==> src/hdl/pfc_pkg.sv <==
// ----------------------------------------------------------------------------
// pfc_pkg: shared constants for the prime factor count range sum block
// Field widths and the default table size used by the top, builder and query modules.
// ----------------------------------------------------------------------------
package pfc_pkg;

   localparam int VALUE_W       = 16;      // width of a range bound
   localparam int TOTAL_W       = 18;      // width of a factor total
   localparam int MAX_VALUE_DEF = 65536;   // table covers 0 .. MAX_VALUE-1

endpackage

==> src/hdl/pfc_query.sv <==
// ----------------------------------------------------------------------------
// pfc_query: three-stage range query pipeline
// Capture the bounds, read two prefix entries, subtract and hold the result.
// ----------------------------------------------------------------------------
module pfc_query #(
   parameter int MAX_VALUE = 65536,
   parameter int AW        = 16
) (
   input  logic                         clock,
   input  logic                         reset,
   input  logic                         build_done,
   input  logic                         in_valid,
   output logic                         in_ready,
   input  logic [pfc_pkg::VALUE_W-1:0]  in_low,
   input  logic [pfc_pkg::VALUE_W-1:0]  in_high,
   output logic                         out_valid,
   input  logic                         out_ready,
   output logic [pfc_pkg::TOTAL_W-1:0]  out_total,
   output logic                         out_error,
   output logic                         rd_en,
   output logic [AW-1:0]                rd_hi_addr,
   output logic [AW-1:0]                rd_lo_addr,
   input  logic [pfc_pkg::TOTAL_W-1:0]  rd_hi_data,
   input  logic [pfc_pkg::TOTAL_W-1:0]  rd_lo_data
);

   import pfc_pkg::*;

   localparam int AW1 = AW + 1;
   localparam int CW  = (AW1 > VALUE_W) ? AW1 : VALUE_W;

   logic               s1_v_ff, s2_v_ff, s3_v_ff;
   logic               s1_v_in, s2_v_in, s3_v_in;
   logic [VALUE_W-1:0] s1_lo_ff, s1_hi_ff;
   logic               s2_err_ff;
   logic [TOTAL_W-1:0] s3_total_ff;
   logic               s3_err_ff;
   logic               rdy1, rdy2, rdy3;
   logic               take, load2, load3;
   logic               err;

   assign rdy3  = !s3_v_ff || out_ready;
   assign load3 = s2_v_ff && rdy3;
   assign rdy2  = !s2_v_ff || rdy3;
   assign load2 = s1_v_ff && rdy2;
   assign rdy1  = !s1_v_ff || rdy2;

   assign in_ready = build_done && rdy1;
   assign take     = in_valid && in_ready;

   assign err = (s1_lo_ff == '0) || (s1_lo_ff > s1_hi_ff)
             || (CW'(s1_hi_ff) >= CW'(MAX_VALUE));

   assign rd_en      = load2;
   assign rd_hi_addr = AW'(s1_hi_ff);
   assign rd_lo_addr = AW'(s1_lo_ff - 1'b1);

   assign s1_v_in = take  || (s1_v_ff && !load2);
   assign s2_v_in = load2 || (s2_v_ff && !load3);
   assign s3_v_in = load3 || (s3_v_ff && !out_ready);

   always_ff @(posedge clock) begin
      if (reset) begin
         s1_v_ff <= 1'b0;
         s2_v_ff <= 1'b0;
         s3_v_ff <= 1'b0;
      end else begin
         s1_v_ff <= s1_v_in;
         s2_v_ff <= s2_v_in;
         s3_v_ff <= s3_v_in;
      end
   end

   always_ff @(posedge clock) begin
      if (take) begin
         s1_lo_ff <= in_low;
         s1_hi_ff <= in_high;
      end
      if (load2) begin
         s2_err_ff <= err;
      end
      if (load3) begin
         s3_err_ff   <= s2_err_ff;
         s3_total_ff <= s2_err_ff ? '0 : TOTAL_W'(rd_hi_data - rd_lo_data);
      end
   end

   assign out_valid = s3_v_ff;
   assign out_total = s3_total_ff;
   assign out_error = s3_err_ff;

endmodule
==> config.mk <==
export PLATFORM = sky130hd
export DESIGN_NAME = pfc_query
export DESIGN_NICKNAME = d
export VERILOG_FILES = /design/src/hdl/pfc_pkg.sv /design/src/hdl/pfc_query.sv
export SDC_FILE = /design/constraint.sdc
export NUM_CORES = 1
export LEC_CHECK = 0
export BUFFER_PORTS_ARGS = -buffer_cell sky130_fd_sc_hd__buf_2
export CAP_MARGIN = 20
export CORE_MARGIN = 2
export CORE_UTILIZATION = 47
export CTS_BUF_LIST = sky130_fd_sc_hd__clkbuf_8
export DETAILED_ROUTE_END_ITERATION = 10
export PLACE_DENSITY_LB_ADDON = 0.15
export SLEW_MARGIN = 15
export SYNTH_ARGS = -nofsm -noshare
export SYNTH_HDL_FRONTEND = slang
export SYNTH_SLANG_ARGS = --single-unit
==> constraint.sdc <==
create_clock -name clock -period 2.6 [get_ports clock]
set_clock_uncertainty 0.1 [all_clocks]
set_input_delay 0.26 -clock clock [delete_from_list [all_inputs] [get_ports clock]]
set_output_delay 0.26 -clock clock [all_outputs]
set_load 0.005 [all_outputs]
# Word level (Yosys, flattened, before mapping)
# Cells that the tools add are included.
# word_totals
ff_bits,55
elab_cells,32
# op_classes
n_addsub,2
magnitude_cmp,1
n_reduce_logical,21
# ops
cell,count
$sub A18 B18 Y18,1
$gt A16 B16 Y1,1
$logic_not A16 Y1,1
$sub A16 B1 Y16 const B,1
$logic_and A1 B1 Y1,7
$logic_or A1 B1 Y1,7
$logic_not A1 Y1,6

# Depth between registers and ports, before layout
# logic_depth
depth_word,7
depth_mapped,9

# Least setup slack after synthesis
# No wires, ideal clock.
# synth_path
kind,register to register
start,"reg s3_v_ff, in the netlist out_valid"
end,"reg s1_hi_ff[0], in the netlist rd_hi_addr[0], enable pin"
setup_ns,0.441
arrival_ns,2.161
required_time_ns,2.059
setup_slack_ns,-0.102
stages_incl_launch_ff,3
n_path_buf,0
path_cell_list,dfxtp_1 -> nor2b_1 -> a31oi_1
# synth_via
elab_chain_len,6
# synth_rtl
item,line,source
start: declaration,pfc_query.sv:32,"logic s1_v_ff, s2_v_ff, s3_v_ff;"
start signal: assignment,pfc_query.sv:70,s3_v_ff <= s3_v_in;
$logic_not A1 Y1,pfc_query.sv:42,assign rdy3 = !s3_v_ff || out_ready;
$logic_or A1 B1 Y1,pfc_query.sv:42,
$logic_or A1 B1 Y1,pfc_query.sv:44,assign rdy2 = !s2_v_ff || rdy3;
$logic_or A1 B1 Y1,pfc_query.sv:46,assign rdy1 = !s1_v_ff || rdy2;
$logic_and A1 B1 Y1,pfc_query.sv:48,assign in_ready = build_done && rdy1;
$logic_and A1 B1 Y1,pfc_query.sv:49,assign take = in_valid && in_ready;
named net take,pfc_query.sv:39,"logic take, load2, load3;"
end signal: assignment,pfc_query.sv:77,s1_hi_ff <= in_high;
end: declaration,pfc_query.sv:34,"logic [VALUE_W-1:0] s1_lo_ff, s1_hi_ff;"
# The timed path passes the listed nets, and every way through them passes these cells.
# A chain may end at the register's enable or synchronous reset.

# Final worst setup path
# layout_path
start,reg s1_lo_ff[7]
end,out rd_lo_addr[12]
# layout_via
elab_chain_len,1
# layout_rtl
item,line,source
start: declaration,pfc_query.sv:34,
start signal: assignment,pfc_query.sv:76,s1_lo_ff <= in_low;
$sub A16 B1 Y16,pfc_query.sv:56,assign rd_lo_addr = AW'(s1_lo_ff - 1'b1);
end: declaration,pfc_query.sv:22,"output logic [AW-1:0] rd_lo_addr,"
# No other way between the ends.

==> reports/qor.yml <==
worst_hold_path:
  min_path_cells: 1
  hold_path.class: "in -> reg"
drt:
  firstDrtPassIters: 4
  drc: 0
  finalWirelength_um: 7550
  wire_per_inst_um: 13.2
  ant_nets: 0
  viasPerCell: 5.09
  num_vias: 2909
  drt_iter0_drc: 85
power:
  power_mw: 2.20
  p_sw_share_pct: 25.4
  power_frac_seq_pct: 48.1
  p_switching_uw: 559
  p_leak_nw: 2.05
  peakVddDrop_uv: 211
  intPower_mw: 1.64
  pwr-share-clk_pct: 30.0
  power_density_nw_per_um2: 490
  p_comb_share_pct: 21.8
logic_synthesis:
  synth.largest_area_cell: "edfxtp_1"
  netlist_area_um2: 3500
  synth.distinct_cells: 48
  synth_fp_nets: 444
  synth_ff_type: "edfxtp_1"
  yosys_warnings: 0
  avgSynthCellArea_um2: 10.5
  yosysMostFrequentCell: "edfxtp_1"
  async_flop_share_pct: 0
  synth-seq-cells: 55
  synth.area.top_cells: "edfxtp_1 45%, ha_1 13%, inv_1 4.3%"
  synth_common_cells: "52 x edfxtp_1, 40 x inv_1, 35 x ha_1"
  synth_edf_count: 52
  yosysSeqAreaShare_pct: 46.3
  synth_top_area_share_pct: 44.6
  netlist_instances: 335
clocking:
  cts_tree: "yes"
  clock-sinks: 55
  clk_latency_ps: 310
  post_cts_buffers: 0
  cts_inserted_buffers: 5
  cts_buffer_depth: 2
  clk_pin_slew_ps: 100
  cts_root_buffer: "clkbuf_8"
  h-tree-depth: 2
timing:
  tns_ps: 0
  rsz0062_at_grt: "false"
  tightestPinTransition_ps: 907
  period_share_pct: 89.5
  hold_viol: 0
  fin_ws_ps: 273
  max_freq_mhz: 430
  setup-violations-final: 0
  fin_crit_ps: 2330
  slew-limit-headroom_pct: 39.2
  timing.final.max_slew_violations: 0
global_routing:
  grt_max_degree: 33
  grt_use_total_pct: 18.7
  antenna_found_initial: 0
  grt_pass1_wl_um: 12500
  grt_pass1_vias: 2781
  grt-ovfl-total: 0
job:
  drv_cap: 0
placed_design:
  pre_cts_ws_ps: 71.1
  dp_hpwl_um: 6070
  numPortBuffers: 126
  globalplace.congestion: 0.829
setup_path:
  worstSetupEndpointType: "output port"
  crit_arrival_ps: 1970
  reg2reg_depth: 6
  worstPathRequired_ps: 2240
  worstSetupPathType: "reg -> out"
  cp_max_fo: 5
  start_kind: "flip-flop"
layout:
  drive_gt1_share_pct: 32.1
  fillers: 650
  layout.nets: 581
  diodes: 0
  area_growth_pct: 28.0
die:
  die_area_um2: 8160
  start_util_pct: 48.3
  die_h_um: 90.3
  fp.dieW_um: 90.3
  pin_count: 127
  rows: 31
  core-area_um2: 7250
run_status:
  outcome: "complete, no violations"
## layout make-up
type | instances | area, µm² | area share [%]
clock buffer | 5 | 68.8 | 1.53
clock inverter | 3 | 67.6 | 1.51
inverter | 40 | 150 | 3.35
multi-input combinational | 234 | 1740 | 38.7
sequential | 55 | 1620 | 36.2
tap | 99 | 124 | 2.76
timing repair buffer | 136 | 718 | 16.0
## per-layer routing
layer	global-route usage, %	share of wire (%)	vias to the layer above	routed length, µm
met5	0	0	-	0
met4	8.97	3.6	0	272
met3	2.84	4.2	22	320
met2	32.6	50	86	3810
met1	22.7	42	1310	3150
li1	-	-	1491	-
## layout by cell type (no fill, tap or decap), types with 7 or more instances in the layout
| cell | synthesis | final |
|---|---|---|
| a21oi_1 | 20 | 20 |
| ha_1 | 35 | 35 |
| nand3_1 | 12 | 12 |
| xor2_1 | 10 | 10 |
| nor2b_1 | 9 | 8 |
| inv_1 | 40 | 40 |
| o211ai_1 | 7 | 7 |
| buf_2 | 1 | 126 |
| a21o_1 | 9 | 9 |
| nand2_1 | 17 | 17 |
| nor3_1 | 13 | 12 |
| edfxtp_1 | 52 | 52 |
| xnor2_1 | 10 | 10 |
| nor2_1 | 22 | 22 |
## timing repair
action / CTS / global route
resized for setup: 0 / 3
hold buffers: 0 / 5
endpoints found under the setup margin: 0 / 2
hold endpoints to repair: 0 / 5
## final timing paths
path           startpoint              to  slack, ps
max           s1_lo_ff[7]  rd_lo_addr[12]        270
min             in_low[0]     s1_lo_ff[0]         20
max reg2reg  s1_lo_ff[14]       s2_err_ff        500
min reg2reg       s1_v_ff         s1_v_ff        480
## registers in the layout, indices dropped and copies added (netlist names)
name	cells
s1_v_ff	1
out_valid	1
out_error	1
rd_hi_addr	16
s2_v_ff	1
s2_err_ff	1
s1_lo_ff	16
out_total	18
## through the flow
| step | utilization [%] | cell area (µm²) | cells | hold WS (ps) |
|---|---|---|---|---|
| global route | 61.8 | 4490 | 572 | 1.25 |
| detailed placement | 59.0 | 4280 | 559 | 338 |
| floorplan | - | 3510 | 335 | 229 |
| global placement | 59.0 | 4280 | 559 | 337 |
| CTS | 60.9 | 4420 | 567 | 2.71 |
| finish | 61.8 | 4490 | 572 | 15.5 |
## critical path, cell delays in order (launching register included)
cell      delay (ps)
edfxtp_1         490
nor4_2           370
nand3_1          220
nor3_2           200
nand2_1           90
xnor2_1          160
buf_2            140
## cells by family after synthesis
logic type | Yosys count | synth area share, %
adder cells (fa/ha/maj) | 36 | 13.1
multiplexers | 4 | 1.29
XOR/XNOR | 20 | 5.00
AO/OA/AOI/OAI | 71 | 14.1
AND/OR/NAND/NOR | 103 | 15.1
buffers and inverters | 46 | 5.18
flip-flops | 55 | 46.3
## power groups by stage
stage	clock, mW	combinational, mW	sequential (mW)
detailed placement	0	0.473	1.08
finish	0.661	0.480	1.06
global placement	0	0.462	1.08
floorplan	0	0.302	1.07
global route	0.715	0.545	1.07
CTS	0.676	0.476	1.06
(Power assumes the default switching activity.)
