[config.mk]
export PLATFORM = sky130hd
export DESIGN_NAME = pfc_build
export DESIGN_NICKNAME = d
export VERILOG_FILES = /design/src/hdl/pfc_pkg.sv /design/src/hdl/pfc_build.sv
export SDC_FILE = /design/constraint.sdc
export NUM_CORES = 1
export LEC_CHECK = 0
export BUFFER_PORTS_ARGS = -buffer_cell sky130_fd_sc_hd__clkbuf_2
export CAP_MARGIN = 20
export CORE_MARGIN = 2
export CORE_UTILIZATION = 35
export CTS_CLUSTER_DIAMETER = 30
export DETAILED_ROUTE_END_ITERATION = 10
export PLACE_DENSITY = 0.57
export SYNTH_ARGS = -nofsm -noshare
export SYNTH_HDL_FRONTEND = slang
export SYNTH_SLANG_ARGS = --single-unit
export TNS_END_PERCENT = 20
[constraint.sdc]
create_clock -name clock -period 7.5 [get_ports clock]
set_clock_uncertainty 0.15 [all_clocks]
set_input_delay 0.75 -clock clock [delete_from_list [all_inputs] [get_ports clock]]
set_output_delay 0.75 -clock clock [all_outputs]
set_load 0.01 [all_outputs]
[src/hdl/pfc_pkg.sv]
// ----------------------------------------------------------------------------
// pfc_pkg: shared constants for the prime factor count range sum block
// Field widths and the default table size used by the top, builder and query modules.
// ----------------------------------------------------------------------------
package pfc_pkg;

   localparam int VALUE_W       = 16;      // width of a range bound
   localparam int TOTAL_W       = 18;      // width of a factor total
   localparam int MAX_VALUE_DEF = 65536;   // table covers 0 .. MAX_VALUE-1

endpackage

[src/hdl/pfc_build.sv]
// ----------------------------------------------------------------------------
// pfc_build: table builder sequencer
// Clears the table, sieves prime powers into per-value factor counts, then
// turns the counts into running prefix totals in place.
// ----------------------------------------------------------------------------
module pfc_build #(
   parameter int MAX_VALUE = 65536,
   parameter int AW        = 16
) (
   input  logic                         clock,
   input  logic                         reset,
   output logic                         build_done,
   output logic                         wr_en,
   output logic [AW-1:0]                wr_addr,
   output logic [pfc_pkg::TOTAL_W-1:0]  wr_data,
   output logic                         rd_en,
   output logic [AW-1:0]                rd_addr,
   input  logic [pfc_pkg::TOTAL_W-1:0]  rd_data
);

   import pfc_pkg::*;

   localparam int AW1 = AW + 1;
   localparam int PW  = 2 * AW1;
   localparam logic [AW1-1:0] LAST = AW1'(MAX_VALUE - 1);

   localparam logic [2:0] ST_CLEAR    = 3'd0;
   localparam logic [2:0] ST_SCAN_RD  = 3'd1;
   localparam logic [2:0] ST_SCAN_CHK = 3'd2;
   localparam logic [2:0] ST_MARK_RD  = 3'd3;
   localparam logic [2:0] ST_MARK_WR  = 3'd4;
   localparam logic [2:0] ST_SUM_RD   = 3'd5;
   localparam logic [2:0] ST_SUM_WR   = 3'd6;
   localparam logic [2:0] ST_DONE     = 3'd7;

   logic [2:0]         state_ff, state_in;
   logic [AW1-1:0]     cnt_ff, cnt_in;
   logic [AW1-1:0]     p_ff, p_in;
   logic [AW1-1:0]     q_ff, q_in;
   logic [PW-1:0]      prod_ff;
   logic [TOTAL_W-1:0] acc_ff, acc_in;
   logic [AW1-1:0]     step;
   logic [TOTAL_W-1:0] sum;

   assign step = cnt_ff + q_ff;
   assign sum  = acc_ff + rd_data;

   always_comb begin
      state_in = state_ff;
      cnt_in   = cnt_ff;
      p_in     = p_ff;
      q_in     = q_ff;
      acc_in   = acc_ff;
      wr_en    = 1'b0;
      wr_addr  = cnt_ff[AW-1:0];
      wr_data  = '0;
      rd_en    = 1'b0;
      rd_addr  = cnt_ff[AW-1:0];
      case (state_ff)
         ST_CLEAR: begin
            wr_en = 1'b1;
            if (cnt_ff == LAST) begin
               p_in     = AW1'(2);
               state_in = ST_SCAN_RD;
            end else begin
               cnt_in = cnt_ff + 1'b1;
            end
         end
         ST_SCAN_RD: begin
            rd_en    = 1'b1;
            rd_addr  = p_ff[AW-1:0];
            state_in = ST_SCAN_CHK;
         end
         ST_SCAN_CHK: begin
            // no smaller prime touched p: p is prime
            if (rd_data == '0) begin
               q_in     = p_ff;
               cnt_in   = p_ff;
               state_in = ST_MARK_RD;
            end else if (p_ff == LAST) begin
               cnt_in   = AW1'(1);
               acc_in   = '0;
               state_in = ST_SUM_RD;
            end else begin
               p_in     = p_ff + 1'b1;
               state_in = ST_SCAN_RD;
            end
         end
         ST_MARK_RD: begin
            rd_en    = 1'b1;
            state_in = ST_MARK_WR;
         end
         ST_MARK_WR: begin
            wr_en   = 1'b1;
            wr_data = rd_data + 1'b1;
            if (step <= LAST) begin
               cnt_in   = step;
               state_in = ST_MARK_RD;
            end else if (prod_ff <= PW'(LAST)) begin
               // advance to the next power of the prime
               q_in     = AW1'(prod_ff);
               cnt_in   = AW1'(prod_ff);
               state_in = ST_MARK_RD;
            end else if (p_ff == LAST) begin
               cnt_in   = AW1'(1);
               acc_in   = '0;
               state_in = ST_SUM_RD;
            end else begin
               p_in     = p_ff + 1'b1;
               state_in = ST_SCAN_RD;
            end
         end
         ST_SUM_RD: begin
            rd_en    = 1'b1;
            state_in = ST_SUM_WR;
         end
         ST_SUM_WR: begin
            wr_en   = 1'b1;
            wr_data = sum;
            acc_in  = sum;
            if (cnt_ff == LAST) begin
               state_in = ST_DONE;
            end else begin
               cnt_in   = cnt_ff + 1'b1;
               state_in = ST_SUM_RD;
            end
         end
         ST_DONE: begin
            state_in = ST_DONE;
         end
         default: begin
            state_in = ST_CLEAR;
         end
      endcase
   end

   always_ff @(posedge clock) begin
      if (reset) begin
         state_ff <= ST_CLEAR;
         cnt_ff   <= '0;
      end else begin
         state_ff <= state_in;
         cnt_ff   <= cnt_in;
      end
   end

   always_ff @(posedge clock) begin
      p_ff    <= p_in;
      q_ff    <= q_in;
      acc_ff  <= acc_in;
      prod_ff <= PW'(q_ff) * PW'(p_ff);
   end

   assign build_done = (state_ff == ST_DONE);

endmodule

# Word-level counts from Yosys, hierarchy flattened
# Index checks and enable logic that the tools add are counted.
# totals
ff_bits,106
inputBits,20
elab_cells,75
# classes
addsub,5
n_mul,1
n_lt_le_gt_ge,2
eq_ne,16
mux,32
n_reduce_logical,13
# op_table
op,count
$mux W17,13
$pmux W17 S3,2
$mux W18,4
$pmux W18 S3,1
$pmux W18 S2,1
$add A17 B1 Y17 const B,2
$eq A17 B16 Y1 const B,2
$le A34 B16 Y1 const B,1
$mul A17 B17 Y34,1
$pmux W17 S2,1
$pmux W3 S8,1
$add A18 B1 Y18 const B,1
$add A18 B18 Y18,1
$logic_not A18 Y1,1
$add A17 B17 Y17,1
$le A17 B16 Y1 const B,1
$mux W16,1
$mux W3,5
$ne A2 B2 Y1 const B,7
$eq A3 B3 Y1 const B,4
$reduce_bool A3 Y1,3
$reduce_and A4 Y1,2
$eq A3 B2 Y1 const B,2
$reduce_or A3 Y1,2
other kinds (8),9

# Logic depth before layout (Yosys ltp)
# logic_depth
depth_word,5
mapped_depth,25
ltp_nobuf,22

# Worst setup path after synthesis
# OpenSTA, ideal clock, no wires.
# synth_timing
path_kind,flip-flop to flip-flop
start,register p_ff[10]
end,register prod_ff[32]
setup_ns,0.122
t_arrival_ns,6.132
required_ns,7.228
setup_slack_ns,1.096
stages_incl_launch_ff,24
path_buffers,3
period_less_slack_ns,6.404
cell_sequence,edfxtp_1 -> clkbuf_1 -> clkbuf_1 -> nand2_1 -> fa_1 -> inv_1 -> fa_1 -> inv_1 -> fa_1 -> inv_1 -> fa_1 -> fa_1 -> inv_1 -> fa_1 -> inv_1 -> ha_1 -> clkbuf_1 -> nand2_1 -> and3_1 -> a21o_1 -> o31a_1 -> a21oi_1 -> o21ai_0 -> a311o_1
# synth_between
elab_chain_cells,1
# synth_rtl
element,line,source
from (decl),pfc_build.sv:38,"logic [AW1-1:0] p_ff, p_in;"
from (signal assigned),pfc_build.sv:148,p_ff <= p_in;
$mul A17 B17 Y34,pfc_build.sv:151,prod_ff <= PW'(q_ff) * PW'(p_ff);
to (signal assigned),pfc_build.sv:151,
to (decl),pfc_build.sv:40,logic [PW-1:0] prod_ff;
# No other way between the ends.
# A chain may end at the register's enable or synchronous reset.

# Worst setup path in the final report
# layout_timing
start,register q_ff[7]
end,register prod_ff[33]
# layout_between
elab_chain_cells,1
# layout_rtl
element,line,source
from (decl),pfc_build.sv:39,"logic [AW1-1:0] q_ff, q_in;"
from (signal assigned),pfc_build.sv:149,q_ff <= q_in;
$mul A17 B17 Y34,pfc_build.sv:151,
# No other way between the ends.

==> results.ini <==
[run_status]
status = complete, no violations

[global_routing]
grtUsageTotal_pct = 19.77
gr-total-overflow = 0
grt_pass1_wl_mm = 78.00
first_global_vias = 13870
grt_antenna_before_repair = 0
grt_max_degree = 37

[detailed_routing]
vias = 13830
m1WireLength_mm = 21.30
antenna_left = 0
drt_iter0_markers = 1212
drc = 0
detail_route.first_pass.iterations = 5
routed.top_layer = met4
via_per_inst = 5.296
wl_per_cell_um = 18.08
dr_wl_met3_mm = 2.673
routed-wl-met2_mm = 21.90
wirelength_mm = 47.23

[layout]
drive_gt1_share_pct = 8.162
nFillCells = 4827
antennaDiodeCount = 0
area_delta_synth_final_pct = 7.688
seqCellArea_mm2 = 0.002643
multiInputGateArea_mm2 = 0.01258
nNetsFinal = 2384

[placed_design]
hpwlAfterDp_mm = 36.69
numPortBuffers = 72
gp_congestion = 0.8840

[synth]
synth_edf_count = 52
yosysTopAreaCellShare_pct = 26.91
yosysWarningCount = 0
syn-instance-count = 1982
netlist_area_mm2 = 0.01681
synth.largest_area_cell = fa_1
ys.flop_type = dfxtp_1
syn_avg_cell_area_um2 = 8.483
ys_ff_latch = 106
synth_area_leaders = fa_1 27%, ha_1 11%, edfxtp_1 9.3%, inv_1 6.6%, nand2_1 6.6%
seq_area_frac_synth_pct = 15.72
syn-num-nets = 2374
async_reset_ff_share_pct = 0
synth_cell_types = 67

[setup_path]
regToRegSetupSlack_ns = 0.70
crit_type = flip-flop to flip-flop
cp_max_fo = 18
rr_worst_depth = 21
worstPathRequired_ns = 7.63
cp-end-kind = flip-flop
cp-start-kind = flip-flop
r2r_start = q_ff[7]$_DFFE_PP_
worstPathArrival_ns = 6.93
r2r_end = prod_ff[33]$_DFF_P_

[sta]
finalSetupViolCount = 0
slew-limit-headroom_pct = 36.30
final-max-slew-violation-count = 0
grt_setup_unrepaired = no
fmax_ghz = 0.1470
finalSetupTns_ns = 0
layout_min_cycle_time_ns = 6.802
worst_hold_slack_ns = 0.3887
finalHoldViolations = 0
worst_pin_slew_ns = 0.9314
post-route-period-util_pct = 90.69

[clock_tree]
cts_buffer_depth = 2
clk_pin_slew_ns = 0.09
cts_buffers = 9
cts_max_level = 3
cts.repair.resized = 0
cts_sinks = 106
tritoncts = yes
cts_post_setup_buffers_inserted = 0
root_buffer = clkbuf_16
insertion_delay_ns = 0.41
cts_hold_buf = 0

[floorplan]
die_w_um = 223.2
io_pins = 73
die_h_um = 223.2
initial_core_util_pct = 35.36
rows = 80
die-area_mm2 = 0.04980
core_mm2 = 0.04755

[worst_hold_path]
hold_end = q_ff[0]$_DFFE_PP_
hold_path_depth = 2
hp-start = prod_ff[0]$_DFF_P_
min_path_type = flip-flop to flip-flop

[flow_run]
cap_violations = 0

[power]
ir_worst_vdd_mv = 0.1125
finalPower_mw = 1.236
p_leak_nw = 8.534
power_density_mw_per_mm2 = 68.26

==> layout by cell type, fill, tap and decap left out, drive strengths merged, types with 24 or more instances in the layout <==
| cell | count |
|---|---|
| clkbuf | 83 |
| xnor2 | 51 |
| nor3 | 33 |
| xor2 | 39 |
| nand2 | 294 |
| nand3 | 48 |
| o21ai | 62 |
| edfxtp | 52 |
| dfxtp | 54 |
| nor2 | 111 |
| a21oi | 61 |
| ha | 146 |
| buf | 42 |
| and2 | 139 |
| inv | 297 |
| a21o | 33 |
| a211oi | 24 |
| fa | 226 |
==> cell families after synthesis <==
group	Yosys count	share of synthesized area (%)
DFF	106	15.72
muxes	17	1.131
adders and majority gates	372	37.78
buffers and inverters	410	9.578
AOI/OAI and AO/OA	278	10.97
and+or+nand+nor	709	20.14
xor gates and xnor gates	90	4.689
==> metal layers <==
layer | vias up | global-route usage (%)
met5 | - | 0
met4 | 0 | 6.928
met3 | 63 | 1.883
met2 | 429 | 31.23
met1 | 6916 | 28.28
li1 | 6426 | -
==> per-stage QoR <==
stage	instance area, um^2	setup WS, ns	util (%)	std cells
floorplan	16810	1.096	-	1982
global placement	17770	0.8491	37.38	2595
detailed placement	17790	0.6972	37.41	2596
CTS	18100	0.6573	38.08	2612
global route	18100	0.3509	38.08	2612
finish	18100	0.6984	38.08	2612
==> how the worst max path moves through the flow <==
stage                                 from             endpoint  slack (ns)  cells after the start
CTS                      q_ff[7]$_DFFE_PP_  prod_ff[33]$_DFF_P_        0.66                     21
global route             q_ff[7]$_DFFE_PP_  prod_ff[33]$_DFF_P_        0.35                     21
detailed placement       q_ff[7]$_DFFE_PP_  prod_ff[33]$_DFF_P_        0.70                     21
global placement         q_ff[5]$_DFFE_PP_  prod_ff[32]$_DFF_P_        0.85                     21
floorplan           p_ff[10]$_SDFFCE_PN0P_  prod_ff[32]$_DFF_P_        1.10                     23
finish                   q_ff[7]$_DFFE_PP_  prod_ff[33]$_DFF_P_        0.70                     21
==> power breakdown <==
group / switching [mW] / internal (mW) / leakage (nW)
combinational: 0.0466 / 0.0350 / 7.47
clock: 0.283 / 0.264 / 0.157
sequential: 0.00481 / 0.602 / 0.907
==> cell usage after synthesis (9+ instances only) <==
library cell	instances
edfxtp_1	52
clkbuf_1	91
o21ai_0	60
fa_1	226
o21a_1	11
nand3_1	48
dfxtp_1	54
or3_1	13
xor2_1	39
and3_1	16
buf_4	17
and4_1	10
ha_1	146
mux2_2	16
nand4_1	9
and2_1	138
a21oi_1	61
a21o_1	33
inv_1	294
xnor2_1	51
nand2_1	294
nor2_1	110
nor4_1	11
a211oi_1	23
nor3_1	32
==> critical path: stages (launching register included) <==
cell	delay (ns)
edfxtp_1	0.72
and2_1	0.33
fa_1	0.54
inv_1	0.06
fa_1	0.50
fa_1	0.51
inv_1	0.05
fa_1	0.47
fa_1	0.54
inv_1	0.05
fa_1	0.53
inv_1	0.04
ha_1	0.40
nand3_1	0.13
nor2b_1	0.14
a2111oi_0	0.08
buf_4	0.17
a211o_1	0.31
and4_1	0.25
o31ai_1	0.40
and4_1	0.24
nor3_1	0.05
==> sequential cells by signal (all words and copies together), names as in the netlist <==
signal    cells
acc_ff       18
prod_ff      34
q_ff         17
state_ff      3
p_ff         17
cnt_ff       17
==> cell type report <==
type	count	share of cell area [%]
tap	615	4.250
inverter	295	6.116
sequential	106	14.60
multi-input combinational	1466	69.51
clock buffer	11	1.458
timing repair buffer	114	3.773
clock inverter	5	0.2972
Power figures use the tool's default switching activity.
